$ cat config.mk
export PLATFORM = sky130hd
export DESIGN_NAME = krt_find
export DESIGN_NICKNAME = d
export VERILOG_FILES = /design/src/rtl/krt_find.sv
export SDC_FILE = /design/constraint.sdc
export NUM_CORES = 1
export LEC_CHECK = 0
export ABC_AREA = 1
export BUFFER_PORTS_ARGS = -buffer_cell sky130_fd_sc_hd__buf_2
export CAP_MARGIN = 25
export CORE_MARGIN = 10
export CORE_UTILIZATION = 34
export DETAILED_ROUTE_END_ITERATION = 10
export PLACE_DENSITY = 0.66
export RECOVER_POWER = 25
export SLEW_MARGIN = 30
export SYNTH_ARGS = -nofsm -noshare
export SYNTH_HDL_FRONTEND = slang
export SYNTH_SLANG_ARGS = --single-unit
$ cat constraint.sdc
create_clock -name i_clk -period 1.35 [get_ports i_clk]
set_clock_uncertainty 0.05 [all_clocks]
set_input_delay 0.0675 -clock i_clk [delete_from_list [all_inputs] [get_ports i_clk]]
set_output_delay 0.0675 -clock i_clk [all_outputs]
set_load 0.005 [all_outputs]
$ cat src/rtl/krt_find.sv
// two-stage registered first-match encoder over the cell hit vector
// depends on nothing beyond its parameter
module krt_find #(
    parameter int CAPACITY = 64,
    parameter int IW       = 6
) (
    input  logic                i_clk,
    input  logic [CAPACITY-1:0] i_hit,
    output logic                o_found,
    output logic [IW-1:0]       o_pos
);

    localparam int NGRP = (CAPACITY + 7) / 8;
    localparam int PADW = NGRP * 8;

    logic [PADW-1:0] w_hits;
    logic [NGRP-1:0] n_any;
    logic [NGRP-1:0] r_any;
    logic [2:0]      n_sub [NGRP];
    logic [2:0]      r_sub [NGRP];
    logic            n_found;
    logic [IW-1:0]   n_pos;
    logic            r_found;
    logic [IW-1:0]   r_pos;

    assign w_hits = PADW'(i_hit);

    // first stage: lowest hit inside each group of eight
    always_comb begin
        for (int g = 0; g < NGRP; g++) begin
            n_any[g] = |w_hits[g*8 +: 8];
            n_sub[g] = '0;
            for (int j = 7; j >= 0; j--) begin
                if (w_hits[g*8 + j]) begin
                    n_sub[g] = 3'(j);
                end
            end
        end
    end

    // second stage: lowest group with a hit
    always_comb begin
        n_found = |r_any;
        n_pos   = '0;
        for (int g = NGRP - 1; g >= 0; g--) begin
            if (r_any[g]) begin
                n_pos = IW'(g * 8 + int'(r_sub[g]));
            end
        end
    end

    always_ff @(posedge i_clk) begin
        r_any   <= n_any;
        r_sub   <= n_sub;
        r_found <= n_found;
        r_pos   <= n_pos;
    end

    assign o_found = r_found;
    assign o_pos   = r_pos;

endmodule
==> impl_metrics.json, run 1 <==
{
  "synth_seq_cells": 39,
  "syn_area_per_cell_um2": 7.125,
  "start_util": 0.3579,
  "drt-initial-drc-count": 74,
  "clock_latency_ns": 0.28,
  "min_period_ns": 1.242,
  "clock_sink_count": 39,
  "numCtsBuffers": 5,
  "cts_root_buf": "clkbuf_8",
  "syn_nets": 307,
  "drc": 0,
  "rsz0062_at_grt": "no",
  "place_inst": 378,
  "grt_use_total": 0.1138,
  "h-tree-depth": 2,
  "synthToLayoutAreaGrowth_pct": 61.03,
  "grt_pass1_wl_mm": 8.176,
  "finalWeightedCongestion": 0.7336,
  "routedWlPerCell_um": 10.96,
  "r2r_start": "r_any[7]$_DFF_P_",
  "critical_path_class": "input port to register",
  "fmax_mhz": 804.8,
  "ir_drop_v": 0.0006576,
  "final_common_cell": "buf_2",
  "syn_inst": 242,
  "rrSetupSlack_ns": 0.25,
  "diodes": 0,
  "worstPathMaxFanout": 2,
  "power_density_mw_per_mm2": 901.1,
  "whs_endpoint": "r_sub[7]$_SDFF_PP0_",
  "die_h_um": 91.21,
  "synth_area_mm2": 0.001724,
  "n_fill_cell": 468,
  "seqCellArea_um2": 780.7,
  "holdCritStartpoint": "i_hit[43]",
  "maxCapViolCount": 0,
  "cp.arrival_ns": 1.42,
  "cp-end-kind": "register",
  "outcome": "finished, final reports clean",
  "synth_top_cell_by_area": "dfxtp_1",
  "num_io_pins": 72,
  "coreArea_mm2": 0.004817,
  "p_leak_nw": 1.285,
  "dieArea_mm2": 0.008319,
  "cts.reportedPaths.clkPinSlew_ns": 0.07,
  "dieWidth_um": 91.21,
  "first_global_vias": 2056,
  "synth_top_area_share": 0.4528,
  "ctsLongestPathBuffers": 2,
  "hold_violations": 0,
  "cts_setup_buffers": 0,
  "worstPathRequired_ns": 1.53,
  "yosysSeqAreaShare": 0.4528,
  "grt_max_degree": 13,
  "synth.area.top_cells": "dfxtp_1, a21oi_1, nand2_1",
  "mostFrequentLayoutCells": "buf_2, dlygate4sd3_1, nand2_1",
  "ant_nets": 0,
  "drive_gt1_frac": 0.2392,
  "dpl.hpwl_mm": 3.350,
  "yosys_warnings": 0,
  "grt_overflow_total": 0,
  "tns_ns": 0,
  "final_cells": 439,
  "finalNetCount": 437,
  "hp-class": "input port to register",
  "rows": 25,
  "cts_tree": "done",
  "antenna_found_initial": 0,
  "io_buffers": 71,
  "holdPathStages": 3,
  "rr_endpoint": "o_found$_DFF_P_",
  "tightest_slew_ns": 0.2653,
  "vias": 1976,
  "wirelength_mm": 4.812,
  "finalCritPeriodShare": 0.9203,
  "synth.distinct_cells": 14,
  "drt-pass1-iter-count": 4,
  "cp-start-kind": "input port",
  "reg2reg_depth": 3,
  "slew_violations": 0,
  "cts_resized": 0,
  "relSlewSlack": 0.8215,
  "multi_input_area_um2": 808.3,
  "viasPerCell": 4.501,
  "setup_viol_count_final": 0
}
## kinds of logic (layout without fill, tap and decap cells)
group	count (synthesis)	after routing	share of synthesized area
and+or+nand+nor	121	121	0.3208
AOI/OAI and AO/OA	50	50	0.1480
DFF	39	39	0.4528
buffers and inverters	32	162	0.07837
## layer usage
metal / track usage / up-vias / wire, um
met2: 0.1933 / 63 / 2320
li1: - / 1049 / -
met3: 0.02551 / 9 / 223
met5: 0 / - / 0
met4: 0.05875 / 0 / 110
met1: 0.1307 / 855 / 2158
## per-stage QoR
stage | setup slack (ns) | util | hold WS, ns | power [mW] | cell area, um^2
2_1_floorplan | 0.3326 | - | 0.08657 | 1.345 | 1724
3_3_place_gp | 0.2464 | 0.4444 | 0.1885 | 1.486 | 2141
3_5_place_dp | 0.2587 | 0.4444 | 0.1886 | 1.492 | 2141
4_1_cts | 0.004499 | 0.5787 | 0.002107 | 2.518 | 2788
5_1_grt | 0.06406 | 0.5764 | 0.01792 | 2.634 | 2776
6_report | 0.1075 | 0.5764 | 0.01185 | 2.502 | 2776
## worst max-delay path by stage
stage,startpoint,endpoint,slack (ns),cells after the start
2_1_floorplan,r_any[7]$_DFF_P_,o_found$_DFF_P_,0.33,3
3_3_place_gp,r_any[4]$_DFF_P_,o_pos[1]$_DFF_P_,0.25,7
3_5_place_dp,r_any[7]$_DFF_P_,o_found$_DFF_P_,0.26,3
4_1_cts,i_hit[34],r_sub[9]$_SDFF_PP0_,0.004,6
5_1_grt,r_any[6]$_DFF_P_,o_pos[0]$_DFF_P_,0.06,9
6_report,i_hit[24],r_sub[12]$_SDFF_PP0_,0.11,4
## final cells by class
type,instances,area share
clock buffer,5,0.02479
clock inverter,2,0.01352
inverter,30,0.04056
multi-input combinational,171,0.2911
sequential,39,0.2812
tap,67,0.03019
timing repair buffer,125,0.3186
## cell usage after synthesis
cell type,instances
nand2_1,43
nor3_1,18
or2_1,1
inv_1,30
a31oi_1,4
a21oi_1,37
buf_6,2
dfxtp_1,39
nor2_1,28
nand3_1,3
nor4_1,8
nor2_2,3
o21ai_0,9
or2_2,17
## where the power goes
| group | internal [mW] | total, mW | switching (mW) |
|---|---|---|---|
| Sequential | 1.19 | 1.20 | 0.0122 |
| Combinational | 0.237 | 0.392 | 0.156 |
| Clock | 0.539 | 0.905 | 0.365 |
## worst max-delay path, stage by stage
cell and delay, ns:
dlygate4sd3_1 0.54, buf_2 0.13, a21oi_1 0.12, dlygate4sd3_1 0.57
## registers in the layout (all words and copies together) (netlist names)
| register | cells |
|---|---|
| o_pos | 6 |
| o_found | 1 |
| r_any | 8 |
| r_sub | 24 |
## timing repair
item                                    CTS  global route
hold endpoints to repair                 28             2
endpoints found under the setup margin    0             2
hold buffers                             54             2
Power figures use the tool's default switching activity.
==> run 2: changes to the inputs <==
Settings changed: PLACE_DENSITY 0.66 to 0.72.
==> impl_metrics.json, run 2 (synthesis results as in run 1) <==
{
  "outcome": "complete, but fails checks",
  "violations": "hold timing",
  "dieArea_mm2": 0.008319,
  "place_ws_ns": 0.2768,
  "finalCritPeriodShare": 0.9844,
  "p_leak_nw": 1.289,
  "finalNetCount": 438,
  "min_period_ns": 1.329,
  "whs_endpoint": "r_sub[9]$_SDFF_PP0_",
  "drt-initial-drc-count": 76,
  "tightest_slew_ns": 0.3276,
  "critical_path_class": "input port to register",
  "rr_endpoint": "o_found$_DFF_P_",
  "start_util": 0.3579,
  "hp-class": "input port to register",
  "cp-start-kind": "input port",
  "tns_ns": 0,
  "cts_root_buf": "clkbuf_8",
  "coreArea_mm2": 0.004817,
  "grt_use_total": 0.1227,
  "grt_overflow_total": 0,
  "regMostFlops": "r_sub",
  "synthToLayoutAreaGrowth_pct": 61.10,
  "cp.arrival_ns": 1.46,
  "clock_latency_ns": 0.29,
  "numCtsBuffers": 5,
  "maxCapViolCount": 0,
  "drt-pass1-iter-count": 4,
  "grt_max_degree": 13,
  "ctsLongestPathBuffers": 2,
  "power_density_mw_per_mm2": 842.9,
  "place_inst": 378,
  "reg2reg_depth": 3,
  "wirelength_mm": 5.094,
  "h-tree-depth": 2,
  "ant_nets": 0,
  "cts.reportedPaths.clkPinSlew_ns": 0.07,
  "ir_drop_v": 0.0003525,
  "grt_pass1_wl_mm": 8.625,
  "clock_sink_count": 39,
  "drive_gt1_frac": 0.2353,
  "slew_violations": 0,
  "dpl.hpwl_mm": 3.327,
  "cp-end-kind": "register",
  "first_global_vias": 2145,
  "routedWlPerCell_um": 11.50,
  "dieWidth_um": 91.21,
  "final_common_cell": "buf_2",
  "relSlewSlack": 0.7799,
  "final_cells": 443,
  "die_h_um": 91.21,
  "setup_viol_count_final": 0,
  "worstPathRequired_ns": 1.49,
  "cts_setup_buffers": 0,
  "rows": 25,
  "worst_slack_ns": 0.02105,
  "viasPerCell": 4.490,
  "largest_reg_flops": 24,
  "vias": 1989,
  "io_buffers": 71,
  "hold_violations": 1,
  "finalWeightedCongestion": 0.7305,
  "worstPathMaxFanout": 3,
  "rrSetupSlack_ns": 0.26,
  "antenna_found_initial": 2,
  "worst_hold_slack_ns": -0.01933,
  "holdPathStages": 3,
  "r2r_start": "r_any[7]$_DFF_P_",
  "drc": 0,
  "fmax_mhz": 752.5,
  "holdCritStartpoint": "i_hit[33]",
  "mostFrequentLayoutCells": "buf_2, dlygate4sd3_1, nand2_1",
  "cts_tree": "done",
  "num_io_pins": 72
}
## run 2: changes by cell type in the layout (fill, tap and decap cells not counted), sizes merged
cell          previous run  this run
buf                     62        61
bufinv                   1         0
clkbuf                  14        16
clkinv                   0         1
diode                    0         2
dlymetal6s4s             0         1
## run 2: cell type report
cell class	count	area [um^2]
inverters	30	112.6
well taps	67	83.83
flip-flops and latches	39	780.7
repair buffers	126	902.1
clock buffers	6	72.57
clock inverters	2	12.51
diodes	2	5.005
multi-input cells	171	808.3
fillers	436	2039
## run 2: report_power, final
part           total (mW)  switching (mW)  internal [mW]
combinational       0.401           0.161          0.240
sequential           1.20          0.0122           1.19
clock               0.735           0.375          0.360
total                2.34           0.548           1.79
## run 2: what timing repair did
| item | 4_1_cts | 5_1_grt |
|---|---|---|
| hold buffers | 56 | 2 |
| setup endpoints to repair | 0 | 5 |
| hold endpoints to repair | 29 | 2 |
| resized for setup | 0 | 4 |
## run 2: how the worst max path moves through the flow
stage / slack [ns] / cells past startpoint / to / from
after floorplan: 0.33 / 3 / o_found$_DFF_P_ / r_any[7]$_DFF_P_
after global placement: 0.26 / 7 / o_pos[1]$_DFF_P_ / r_any[4]$_DFF_P_
after detailed placement: 0.28 / 3 / o_found$_DFF_P_ / r_any[7]$_DFF_P_
after CTS: 0.007 / 6 / r_sub[18]$_SDFF_PP0_ / i_hit[10]
after global routing: -0.005 / 5 / r_sub[19]$_SDFF_PP0_ / i_hit[10]
final: 0.02 / 5 / r_sub[19]$_SDFF_PP0_ / i_hit[10]
## run 2: critical path, cell delays in order
cell and delay, ns:
dlygate4sd3_1 0.57, buf_6 0.13, inv_1 0.07, dlygate4sd3_1 0.56
a21oi_1 0.06
## run 2: per-layer routing
| layer | track usage | part of all wire | wire [um] | up-vias |
|---|---|---|---|---|
| li1 | - | - | - | 1059 |
| met1 | 0.1182 | 0.41 | 2095 | 869 |
| met2 | 0.2261 | 0.51 | 2609 | 51 |
| met3 | 0.03868 | 0.051 | 261 | 10 |
| met4 | 0.06919 | 0.025 | 127 | 0 |
| met5 | 0 | 0 | 0 | - |
## run 2: metrics by stage
| step | cell area [um^2] | utilization | total power [mW] |
|---|---|---|---|
| finish | 2778 | 0.5766 | 2.341 |
| global route | 2778 | 0.5766 | 2.471 |
| CTS | 2786 | 0.5784 | 2.348 |
| detailed placement | 2141 | 0.4444 | 1.491 |
| global placement | 2141 | 0.4444 | 1.485 |
| floorplan | 1724 | - | 1.345 |
