### src/rtl/krt_pkg.sv
// shared types and codes for the keyed record table
// no dependencies
package krt_pkg;

    localparam int DEF_CAPACITY = 64;

    localparam logic [2:0] MODE_INSERT = 3'd0;
    localparam logic [2:0] MODE_DELETE = 3'd1;
    localparam logic [2:0] MODE_MODIFY = 3'd2;
    localparam logic [2:0] MODE_QUERY  = 3'd3;
    localparam logic [2:0] MODE_LIST   = 3'd4;

    localparam logic [1:0] ST_OK        = 2'd0;
    localparam logic [1:0] ST_FULL      = 2'd1;
    localparam logic [1:0] ST_NOT_FOUND = 2'd2;
    localparam logic [1:0] ST_EMPTY     = 2'd3;

    typedef struct packed {
        logic [31:0] key;
        logic [7:0]  age;
        logic [63:0] name;
        logic [63:0] career;
    } t_record;

    typedef struct packed {
        logic rot;
        logic we;
    } t_cell_ctl;

endpackage

### src/rtl/krt_cell.sv
// one table slot: record register, key compare, ring shift link
// depends on krt_pkg
module krt_cell (
    input  logic                i_clk,
    input  krt_pkg::t_cell_ctl  i_ctl,
    input  krt_pkg::t_record    i_wr_rec,
    input  krt_pkg::t_record    i_next,
    input  logic [31:0]         i_key,
    input  logic                i_live,
    output krt_pkg::t_record    o_rec,
    output logic                o_hit
);

    krt_pkg::t_record r_rec;

    always_ff @(posedge i_clk) begin
        if (i_ctl.rot) begin
            r_rec <= i_next;
        end else if (i_ctl.we) begin
            r_rec <= i_wr_rec;
        end
    end

    assign o_rec = r_rec;
    assign o_hit = i_live && (r_rec.key == i_key);

endmodule

### config.mk
export PLATFORM = sky130hd
export DESIGN_NAME = krt_cell
export DESIGN_NICKNAME = d
export VERILOG_FILES = /design/src/rtl/krt_pkg.sv /design/src/rtl/krt_cell.sv
export SDC_FILE = /design/constraint.sdc
export NUM_CORES = 1
export LEC_CHECK = 0
export ABC_CLOCK_PERIOD_IN_PS = 9550
export BUFFER_PORTS_ARGS = -buffer_cell sky130_fd_sc_hd__buf_2
export CAP_MARGIN = 0
export CELL_PAD_IN_SITES_DETAIL_PLACEMENT = 1
export CELL_PAD_IN_SITES_GLOBAL_PLACEMENT = 1
export CORE_AREA = 10 10 201 203
export DETAILED_ROUTE_END_ITERATION = 16
export DIE_AREA = 0 0 211 213
export PLACE_DENSITY_LB_ADDON = 0.1
export SYNTH_ARGS = -nofsm -noshare
export SYNTH_HDL_FRONTEND = slang
export SYNTH_SLANG_ARGS = --single-unit
### constraint.sdc
create_clock -name i_clk -period 9.55 [get_ports i_clk]
set_input_delay 0.955 -clock i_clk [delete_from_list [all_inputs] [get_ports i_clk]]
set_output_delay 0.955 -clock i_clk [all_outputs]
set_load 0.02 [all_outputs]
==> flow_summary_export.csv, run 1 <==
group,metric,value,unit
critical_path,cp_data_arrival_time,2.43,ns
critical_path,cp_slowest_stage_delay,0.60,ns
layout,largest_reg_flops,168,
timing,finalMaxSlewViolations,0,
routing,drt-total-wl,33.6,mm
layout,drive_above_1_share,0.778,
cts,cts.sinks,168,
synth,synth_cells,400,
critical_path,required,8.60,ns
timing,clock.fmax,0.295,GHz
cts,clk_pin_slew,0.08,ns
synth,ys_seq_elements,168,
die,die_h,213,um
power,p_comb_frac,0.208,
global_routing,antenna_found_initial,14,
critical_path,start_kind,"primary input",
routing,dr.pass1.iters,4,
routing,wl_per_cell,23.5,um
placed_design,dp_slack,6.06,ns
synth,synth_cell_types,13,
global_routing,grt_first_pass_wirelength,45.8,mm
layout,layout_common_cells,"buf_2, edfxtp_1, mux2_4",
routing,via_per_inst,4.02,
cts,cts_root_buf,"clkbuf_16",
global_routing,grt-ovfl-total,0,
hold_path,min_to,"o_rec[11]",
synth,synth_area,7850,um^2
critical_path,crit_chain,"buf_2 -> xor2_1 -> nor4_1 -> nand4_1 -> nor3_2 -> buf_2",
power,peakVddDrop,0.000115,V
layout,final_common_cell,"buf_2",
routing,via_count,5742,
critical_path,path_common_cell,"buf_2",
timing,rsz0062_at_grt,"false",
die,die_x,211,um
cts,htreeDepth,4,
synth,netlist_top_cells_area,"edfxtp_1, mux2_4, mux2_2",
timing,tightest_slew,1.05,ns
run_status,outcome,"finished clean",
hold_path,hp-start,"i_wr_rec[11]",
global_routing,grt_usage,0.144,
global_routing,grt_pass1_vias,6501,
placed_design,dp.cells,1393,
power,clock_power_share,0.330,
layout,stdcell_area,11600,um^2
layout,nets,1316,
power,p_leak,5.37,nW
placed_design,placed_cell_area,11000,um^2
power,power.density,175,nW/um^2
critical_path,path_buf_inv,2,
synth,ys_seq_area_frac,0.643,
power,switching_power,0.570,mW
die,design.core.area,36300,um^2
synth,yosysWarnings,0,
synth,synth_area_leader_cell,"edfxtp_1",
routing,drc,0,
placed_design,hpwl,28.4,mm
cts,holdBufCountCts,0,
timing,setup_violations,0,
critical_path,cpMaxStageDelayCell,"nor4_1",
placed_design,place_congestion,0.754,
global_routing,grt_max_degree,77,
synth,avgSynthCellArea,19.6,um^2
timing,fin_ws,6.16,ns
layout,area_delta_synth_final,47.4,%
routing,dr.first_iter.drc_count,199,
power,p_int,1.45,mW
hold_path,hold_depth,2,
cts,cts_buffer_depth,2,
synth,synthesis.nets,772,
synth,yosysTopAreaCellShare,0.643,
layout,instances_no_fill,1430,
cts,postCtsSetupBuffers,0,
cts,numCtsBuffers,17,
critical_path,cpLargestDelayFamily,"simple AND/OR/NAND/NOR gates",
cts,post_cts_resized,0,
die,io_pins,541,
hold_path,hp-class,"primary input to flip-flop",
timing,hold_viol,0,
run,cap_violations,0,
timing,min_period,3.39,ns
critical_path,worstPathMaxFanout,1,
timing,finalCritPeriodShare,0.355,
critical_path,critPathKind,"primary input to output port",
routing,drtAntennaViolNets,0,
power,p_sw_frac,0.282,
die,initial_core_util,0.216,
power,p_seq_frac,0.462,
timing,holdWs,0.797,ns
die,die_area,44900,um^2
placed_design,io_buffers,540,
cts,cts_tree,"done",
timing,maxSlewHeadroom,0.302,
timing,finalSetupTns,0,ns
die,num_rows,70,
critical_path,endpoint_kind,"output port",
==> cell type report <==
cell class                      instances  area [um^2]
Fill cell                            4042        24700
Clock buffer                           17          425
Clock inverter                         15          128
Timing Repair Buffer                  544         2740
Antenna cell                            5         12.5
Multi-Input combinational cell        213         2630
Tap cell                              468          586
Sequential cell                       168         5040
==> logic make-up (layout without fill, tap and decap cells) <==
family	count (synthesis)	after routing	synth area share
mux	168	168	0.289
other cells	0	5	0
xor+xnor	32	32	0.0357
flops	168	168	0.643
simple gates	13	13	0.0104
buf+inv	19	576	0.0225
==> metrics by stage <==
stage | utilization | power, mW
3_3_place_gp | 0.303 | 1.38
3_5_place_dp | 0.303 | 1.38
6_report | 0.319 | 2.02
4_1_cts | 0.319 | 2.07
2_1_floorplan | - | 1.18
5_1_grt | 0.319 | 2.12
==> power groups by stage <==
stage	sequential (mW)	combinational [mW]	clock [mW]
2_1_floorplan	1.06	0.122	0
3_3_place_gp	0.948	0.432	0
3_5_place_dp	0.951	0.432	0
4_1_cts	0.936	0.432	0.699
5_1_grt	0.943	0.451	0.725
6_report	0.934	0.421	0.668
==> Yosys cell counts (all sizes together) <==
cell type,instances
buf,19
nand3,2
mux2,168
nor4,7
edfxtp,168
xor2,31
nor3,2
or2,1
xnor2,1
nand4,1
==> how the worst max path moves through the flow <==
stage,slack [ns],cells past startpoint,startpoint,endpoint
floorplan,5.66,4,i_ctl[1],o_rec[0]
global placement,6.02,6,i_key[20],o_hit
detailed placement,6.06,6,i_key[20],o_hit
CTS,6.04,6,i_key[20],o_hit
global route,6.04,6,i_key[8],o_hit
finish,6.16,6,i_key[20],o_hit
==> layer usage <==
layer | up-vias | routed length, um | global-route usage
li1 | 2656 | - | -
met1 | 2737 | 11300 | 0.132
met2 | 293 | 17800 | 0.261
met3 | 38 | 4050 | 0.0867
met4 | 18 | 456 | 0.0422
met5 | - | 117 | 0
Note: power is estimated with default switching activity, not from simulation.
==> inputs of run 2 (changes only) <==
--- a/config.mk
+++ b/config.mk
@@ -5,14 +5,14 @@
 export SDC_FILE = /design/constraint.sdc
 export NUM_CORES = 1
 export LEC_CHECK = 0
-export ABC_CLOCK_PERIOD_IN_PS = 9550
+export ABC_CLOCK_PERIOD_IN_PS = 2900
 export BUFFER_PORTS_ARGS = -buffer_cell sky130_fd_sc_hd__buf_2
 export CAP_MARGIN = 0
 export CELL_PAD_IN_SITES_DETAIL_PLACEMENT = 1
 export CELL_PAD_IN_SITES_GLOBAL_PLACEMENT = 1
-export CORE_AREA = 10 10 201 203
+export CORE_AREA = 10 10 202 204
 export DETAILED_ROUTE_END_ITERATION = 16
-export DIE_AREA = 0 0 211 213
+export DIE_AREA = 0 0 212 214
 export PLACE_DENSITY_LB_ADDON = 0.1
 export SYNTH_ARGS = -nofsm -noshare
 export SYNTH_HDL_FRONTEND = slang
==> constraint.sdc (replaced) <==
create_clock -name i_clk -period 2.9 [get_ports i_clk]
set_input_delay 0.29 -clock i_clk [delete_from_list [all_inputs] [get_ports i_clk]]
set_output_delay 0.29 -clock i_clk [all_outputs]
set_load 0.02 [all_outputs]
==> run 2 against run 1 <==
Against the previous run:
- via count decreased by 0.89%
- sequential share of layout area decreased by 0.41 points
- hold slack got worse by 0.66 ns
- largest power group unchanged
==> flow_summary_export.csv, run 2 (same netlist as run 1, synthesis figures left out) <==
group,metric,value,unit
run_status,outcome,"finished clean",
power,peakVddDrop,0.000402,V
timing,setup_violations,0,
critical_path,critPathKind,"flip-flop to output port",
routing,drtAntennaViolNets,0,
power,p_leak,5.40,nW
die,die_h,214,um
critical_path,crit_end,"o_hit",
routing,drt-total-wl,33.9,mm
hold_path,hp-class,"primary input to flip-flop",
critical_path,start_kind,"flip-flop",
routing,via_count,5691,
timing,finalMaxSlewViolations,0,
layout,instances_no_fill,1439,
routing,wl_per_cell,23.6,um
placed_design,dp_slack,0.769,ns
timing,rsz0062_at_grt,"false",
timing,hold_viol,0,
timing,min_period,2.51,ns
cts,post_cts_resized,0,
global_routing,grt_max_degree,83,
cts,cts_tree,"done",
cts,holdBufCountCts,0,
cts,cts_root_buf,"clkbuf_16",
placed_design,dp.cells,1401,
power,finalPower,6.83,mW
placed_design,placed_cell_area,11100,um^2
die,die_area,45400,um^2
cts,cts_buffer_depth,2,
global_routing,antenna_found_initial,18,
placed_design,hpwl,28.4,mm
routing,drc,0,
global_routing,grt-ovfl-total,0,
routing,via_per_inst,3.95,
critical_path,cp_data_arrival_time,2.22,ns
global_routing,grt_usage,0.145,
timing,clock.fmax,0.398,GHz
routing,dr.first_iter.drc_count,269,
cts,cts.sinks,168,
die,initial_core_util,0.212,
die,design.core.area,37000,um^2
global_routing,grt_pass1_vias,6504,
critical_path,endpoint_kind,"output port",
layout,final_common_cell,"buf_2",
timing,maxSlewHeadroom,0.526,
layout,stdcell_area,11700,um^2
die,num_rows,71,
cts,postCtsSetupBuffers,0,
timing,tightest_slew,0.711,ns
global_routing,grt_first_pass_wirelength,46.9,mm
timing,holdWs,0.136,ns
critical_path,worstPathMaxFanout,2,
routing,dr.pass1.iters,4,
timing,finalSetupTns,0,ns
placed_design,place_congestion,0.764,
timing,finalCritPeriodShare,0.866,
placed_design,io_buffers,540,
cts,htreeDepth,4,
layout,area_delta_synth_final,48.8,%
critical_path,required,2.61,ns
power,power.density,585,nW/um^2
die,io_pins,541,
layout,drive_above_1_share,0.777,
run,cap_violations,0,
cts,numCtsBuffers,17,
layout,nets,1318,
layout,largest_reg_flops,168,
critical_path,crit_start,"o_rec[148]",
die,die_x,212,um
timing,fin_ws,0.390,ns
cts,clk_pin_slew,0.08,ns
layout,layout_common_cells,"buf_2, edfxtp_1, mux2_4",
layout,utilization,0.315,
-- run 2: how the worst min path moves through the flow --
stage | start | to | slack (ns) | depth (start not counted)
after floorplan | i_next[100] | o_rec[100] | 0.51 | 1
after global placement | i_next[117] | o_rec[117] | 0.59 | 2
after detailed placement | i_wr_rec[120] | o_rec[120] | 0.59 | 2
after CTS | i_wr_rec[120] | o_rec[120] | 0.1 | 2
after global routing | i_wr_rec[122] | o_rec[122] | 0.11 | 2
final | i_wr_rec[120] | o_rec[120] | 0.14 | 2
-- run 2: worst max-delay path, stage by stage (launching register included) --
cell and delay, ns:
edfxtp_1 0.40, xor2_1 0.16, nor4_1 0.62, nand4_1 0.19, nor3_2 0.19, buf_2 0.21
-- run 2: final cells by class --
type / count / area (um^2)
fill: 4111 / 25400
multi-input combinational: 213 / 2630
tap: 474 / 593
sequential: 168 / 5040
clock inverter: 13 / 154
timing repair buffer: 546 / 2810
antenna: 6 / 15.0
clock buffer: 19 / 433
-- run 2: where the power goes --
part | internal (mW) | switching [mW] | leakage [nW]
registers | 2.98 | 0.0800 | 1.71
clock network | 1.35 | 1.01 | 0.281
logic | 0.620 | 0.782 | 3.41
total | 4.95 | 1.87 | 5.40
-- run 2: per-layer routing --
layer  share of wire  wire length [um]  GRT usage  vias to the layer above
met5          0.0034               114          0                        -
met4           0.013               436     0.0393                       22
met3            0.13              4460     0.0922                       41
met2            0.52             17700      0.264                      292
met1            0.33             11200      0.129                     2673
li1                -                 -          -                     2663
==> inputs of run 3 (changes only) <==
--- a/config.mk
+++ b/config.mk
@@ -5,14 +5,14 @@
 export SDC_FILE = /design/constraint.sdc
 export NUM_CORES = 1
 export LEC_CHECK = 0
-export ABC_CLOCK_PERIOD_IN_PS = 2900
+export ABC_CLOCK_PERIOD_IN_PS = 3000
 export BUFFER_PORTS_ARGS = -buffer_cell sky130_fd_sc_hd__buf_2
 export CAP_MARGIN = 0
 export CELL_PAD_IN_SITES_DETAIL_PLACEMENT = 1
 export CELL_PAD_IN_SITES_GLOBAL_PLACEMENT = 1
-export CORE_AREA = 10 10 202 204
+export CORE_AREA = 10 10 201 203
 export DETAILED_ROUTE_END_ITERATION = 16
-export DIE_AREA = 0 0 212 214
+export DIE_AREA = 0 0 211 213
 export PLACE_DENSITY_LB_ADDON = 0.1
 export SYNTH_ARGS = -nofsm -noshare
 export SYNTH_HDL_FRONTEND = slang
==> constraint.sdc (replaced) <==
create_clock -name i_clk -period 3 [get_ports i_clk]
set_input_delay 0.3 -clock i_clk [delete_from_list [all_inputs] [get_ports i_clk]]
set_output_delay 0.3 -clock i_clk [all_outputs]
set_load 0.02 [all_outputs]
==> run 3 against run 2 <==
Against the previous run:
- sequential power fell by 3%
- cell area fell by 0.29%
- global-route usage fell by 0.23 points
- clock power fell by 7%
- power fell by 4.8%
- flip-flop and latch count did not move
- combinational power fell by 4%
- sequential share of layout area rose by 0.13 points
- die area fell by 0.94%
- hold slack improved by 0.017 ns
- non-clock buffer count did not move
- critical path type unchanged
- critical endpoint unchanged
- largest power group unchanged
==> flow_summary_export.csv, run 3 (same netlist as run 1, synthesis figures left out) <==
group,metric,value,unit
critical_path,start_kind,"flip-flop",
power,power.density,558,nW/um^2
cts,clk_pin_slew,0.07,ns
die,design.core.area,36300,um^2
die,die_x,211,um
placed_design,placed_cell_area,11100,um^2
cts,numCtsBuffers,17,
layout,nets,1318,
global_routing,antenna_found_initial,19,
cts,cts_root_buf,"clkbuf_16",
timing,finalCritPeriodShare,0.849,
routing,drtAntennaViolNets,0,
critical_path,required,2.70,ns
cts,holdBufCountCts,0,
power,clock_power_share,0.337,
cts,cts_tree,"done",
cts,htreeDepth,4,
layout,largest_reg_flops,168,
layout,area_delta_synth_final,48.3,%
die,io_pins,541,
placed_design,place_congestion,0.744,
power,p_sw_frac,0.276,
power,peakVddDrop,0.000390,V
cts,post_cts_resized,0,
timing,setup_violations,0,
cts,postCtsSetupBuffers,0,
placed_design,hpwl,27.8,mm
critical_path,critPathKind,"flip-flop to output port",
routing,via_count,5713,
die,num_rows,70,
layout,layout_common_cells,"buf_2, edfxtp_1, mux2_4",
timing,maxSlewHeadroom,0.515,
power,p_int,4.71,mW
routing,drt-total-wl,33.3,mm
layout,stdcell_area,11600,um^2
global_routing,grt_first_pass_wirelength,45.5,mm
critical_path,cp_data_arrival_time,2.25,ns
cts,cts_buffer_depth,2,
global_routing,grt_max_degree,91,
layout,utilization,0.321,
die,die_area,44900,um^2
run_status,outcome,"finished clean",
power,p_seq_frac,0.456,
power,p_comb_frac,0.207,
timing,finalSetupTns,0,ns
timing,min_period,2.55,ns
timing,rsz0062_at_grt,"false",
placed_design,io_buffers,540,
routing,via_per_inst,3.99,
layout,fillCellCount,4022,
layout,drive_above_1_share,0.774,
timing,hold_viol,0,
power,p_leak,5.39,nW
global_routing,grt-ovfl-total,0,
timing,clock.fmax,0.393,GHz
routing,drc,0,
die,initial_core_util,0.216,
routing,dr.first_iter.drc_count,156,
routing,wl_per_cell,23.2,um
cts,cts.sinks,168,
critical_path,worstPathMaxFanout,2,
die,die_h,213,um
global_routing,grt_usage,0.143,
timing,tightest_slew,0.728,ns
critical_path,endpoint_kind,"output port",
hold_path,hp-class,"primary input to flip-flop",
power,switching_power,1.79,mW
layout,final_common_cell,"buf_2",
timing,finalMaxSlewViolations,0,
global_routing,grt_pass1_vias,6396,
run,cap_violations,0,
routing,dr.pass1.iters,4,
==> run 3: changes by cell type in the layout (fill, tap and decap cells not counted), sizes merged <==
cell	previous run	this run
clkinvlp	3	2
bufinv	3	2
diode	6	5
clkbuf	20	21
clkinv	6	7
==> run 3: power groups by stage <==
stage          combinational (mW)  sequential (mW)  clock (mW)
4_1_cts                      1.38             2.97        2.28
3_5_place_dp                 1.38             3.01           0
3_3_place_gp                 1.38             3.00           0
5_1_grt                      1.45             2.99        2.37
6_report                     1.35             2.96        2.19
2_1_floorplan               0.389             3.37           0
==> run 3: final timing paths <==
| kind | startpoint | to | slack (ns) | depth (start not counted) |
|---|---|---|---|---|
| worst max-delay path | o_rec[148] | o_hit | 0.45 | 5 |
| worst min-delay path | i_wr_rec[71] | o_rec[71] | 0.15 | 2 |
==> run 3: layout make-up <==
cell class,count,area (um^2),share of cell area
sequential,168,5040,0.433
timing repair buffer,546,2810,0.241
multi-input combinational,213,2630,0.226
tap,468,586,0.0503
clock buffer,20,437,0.0375
clock inverter,12,126,0.0109
antenna,5,12.5,0.00107
==> run 3: metrics by stage <==
stage / instances / power [mW] / hold WS, ns / setup WS [ns]
3_5_place_dp: 1395 / 4.40 / 0.604 / 0.801
6_report: 1432 / 6.50 / 0.153 / 0.454
5_1_grt: 1430 / 6.80 / 0.117 / 0.307
3_3_place_gp: 1395 / 4.39 / 0.601 / 0.834
4_1_cts: 1427 / 6.63 / 0.113 / 0.300
2_1_floorplan: 400 / 3.75 / 0.517 / 0.604
==> run 3: worst max-delay path: stages, from the launching register on <==
cell      delay (ns)
edfxtp_1        0.40
xor2_1          0.16
nor4_1          0.61
nand4_1         0.24
nor3_2          0.20
buf_2           0.19
==> run 3: layer usage <==
layer	global-route usage	wire (um)	part of all wire
met5	0	175	0.0053
met4	0.0420	343	0.010
met3	0.0935	4220	0.13
met2	0.255	17600	0.53
met1	0.130	10900	0.33
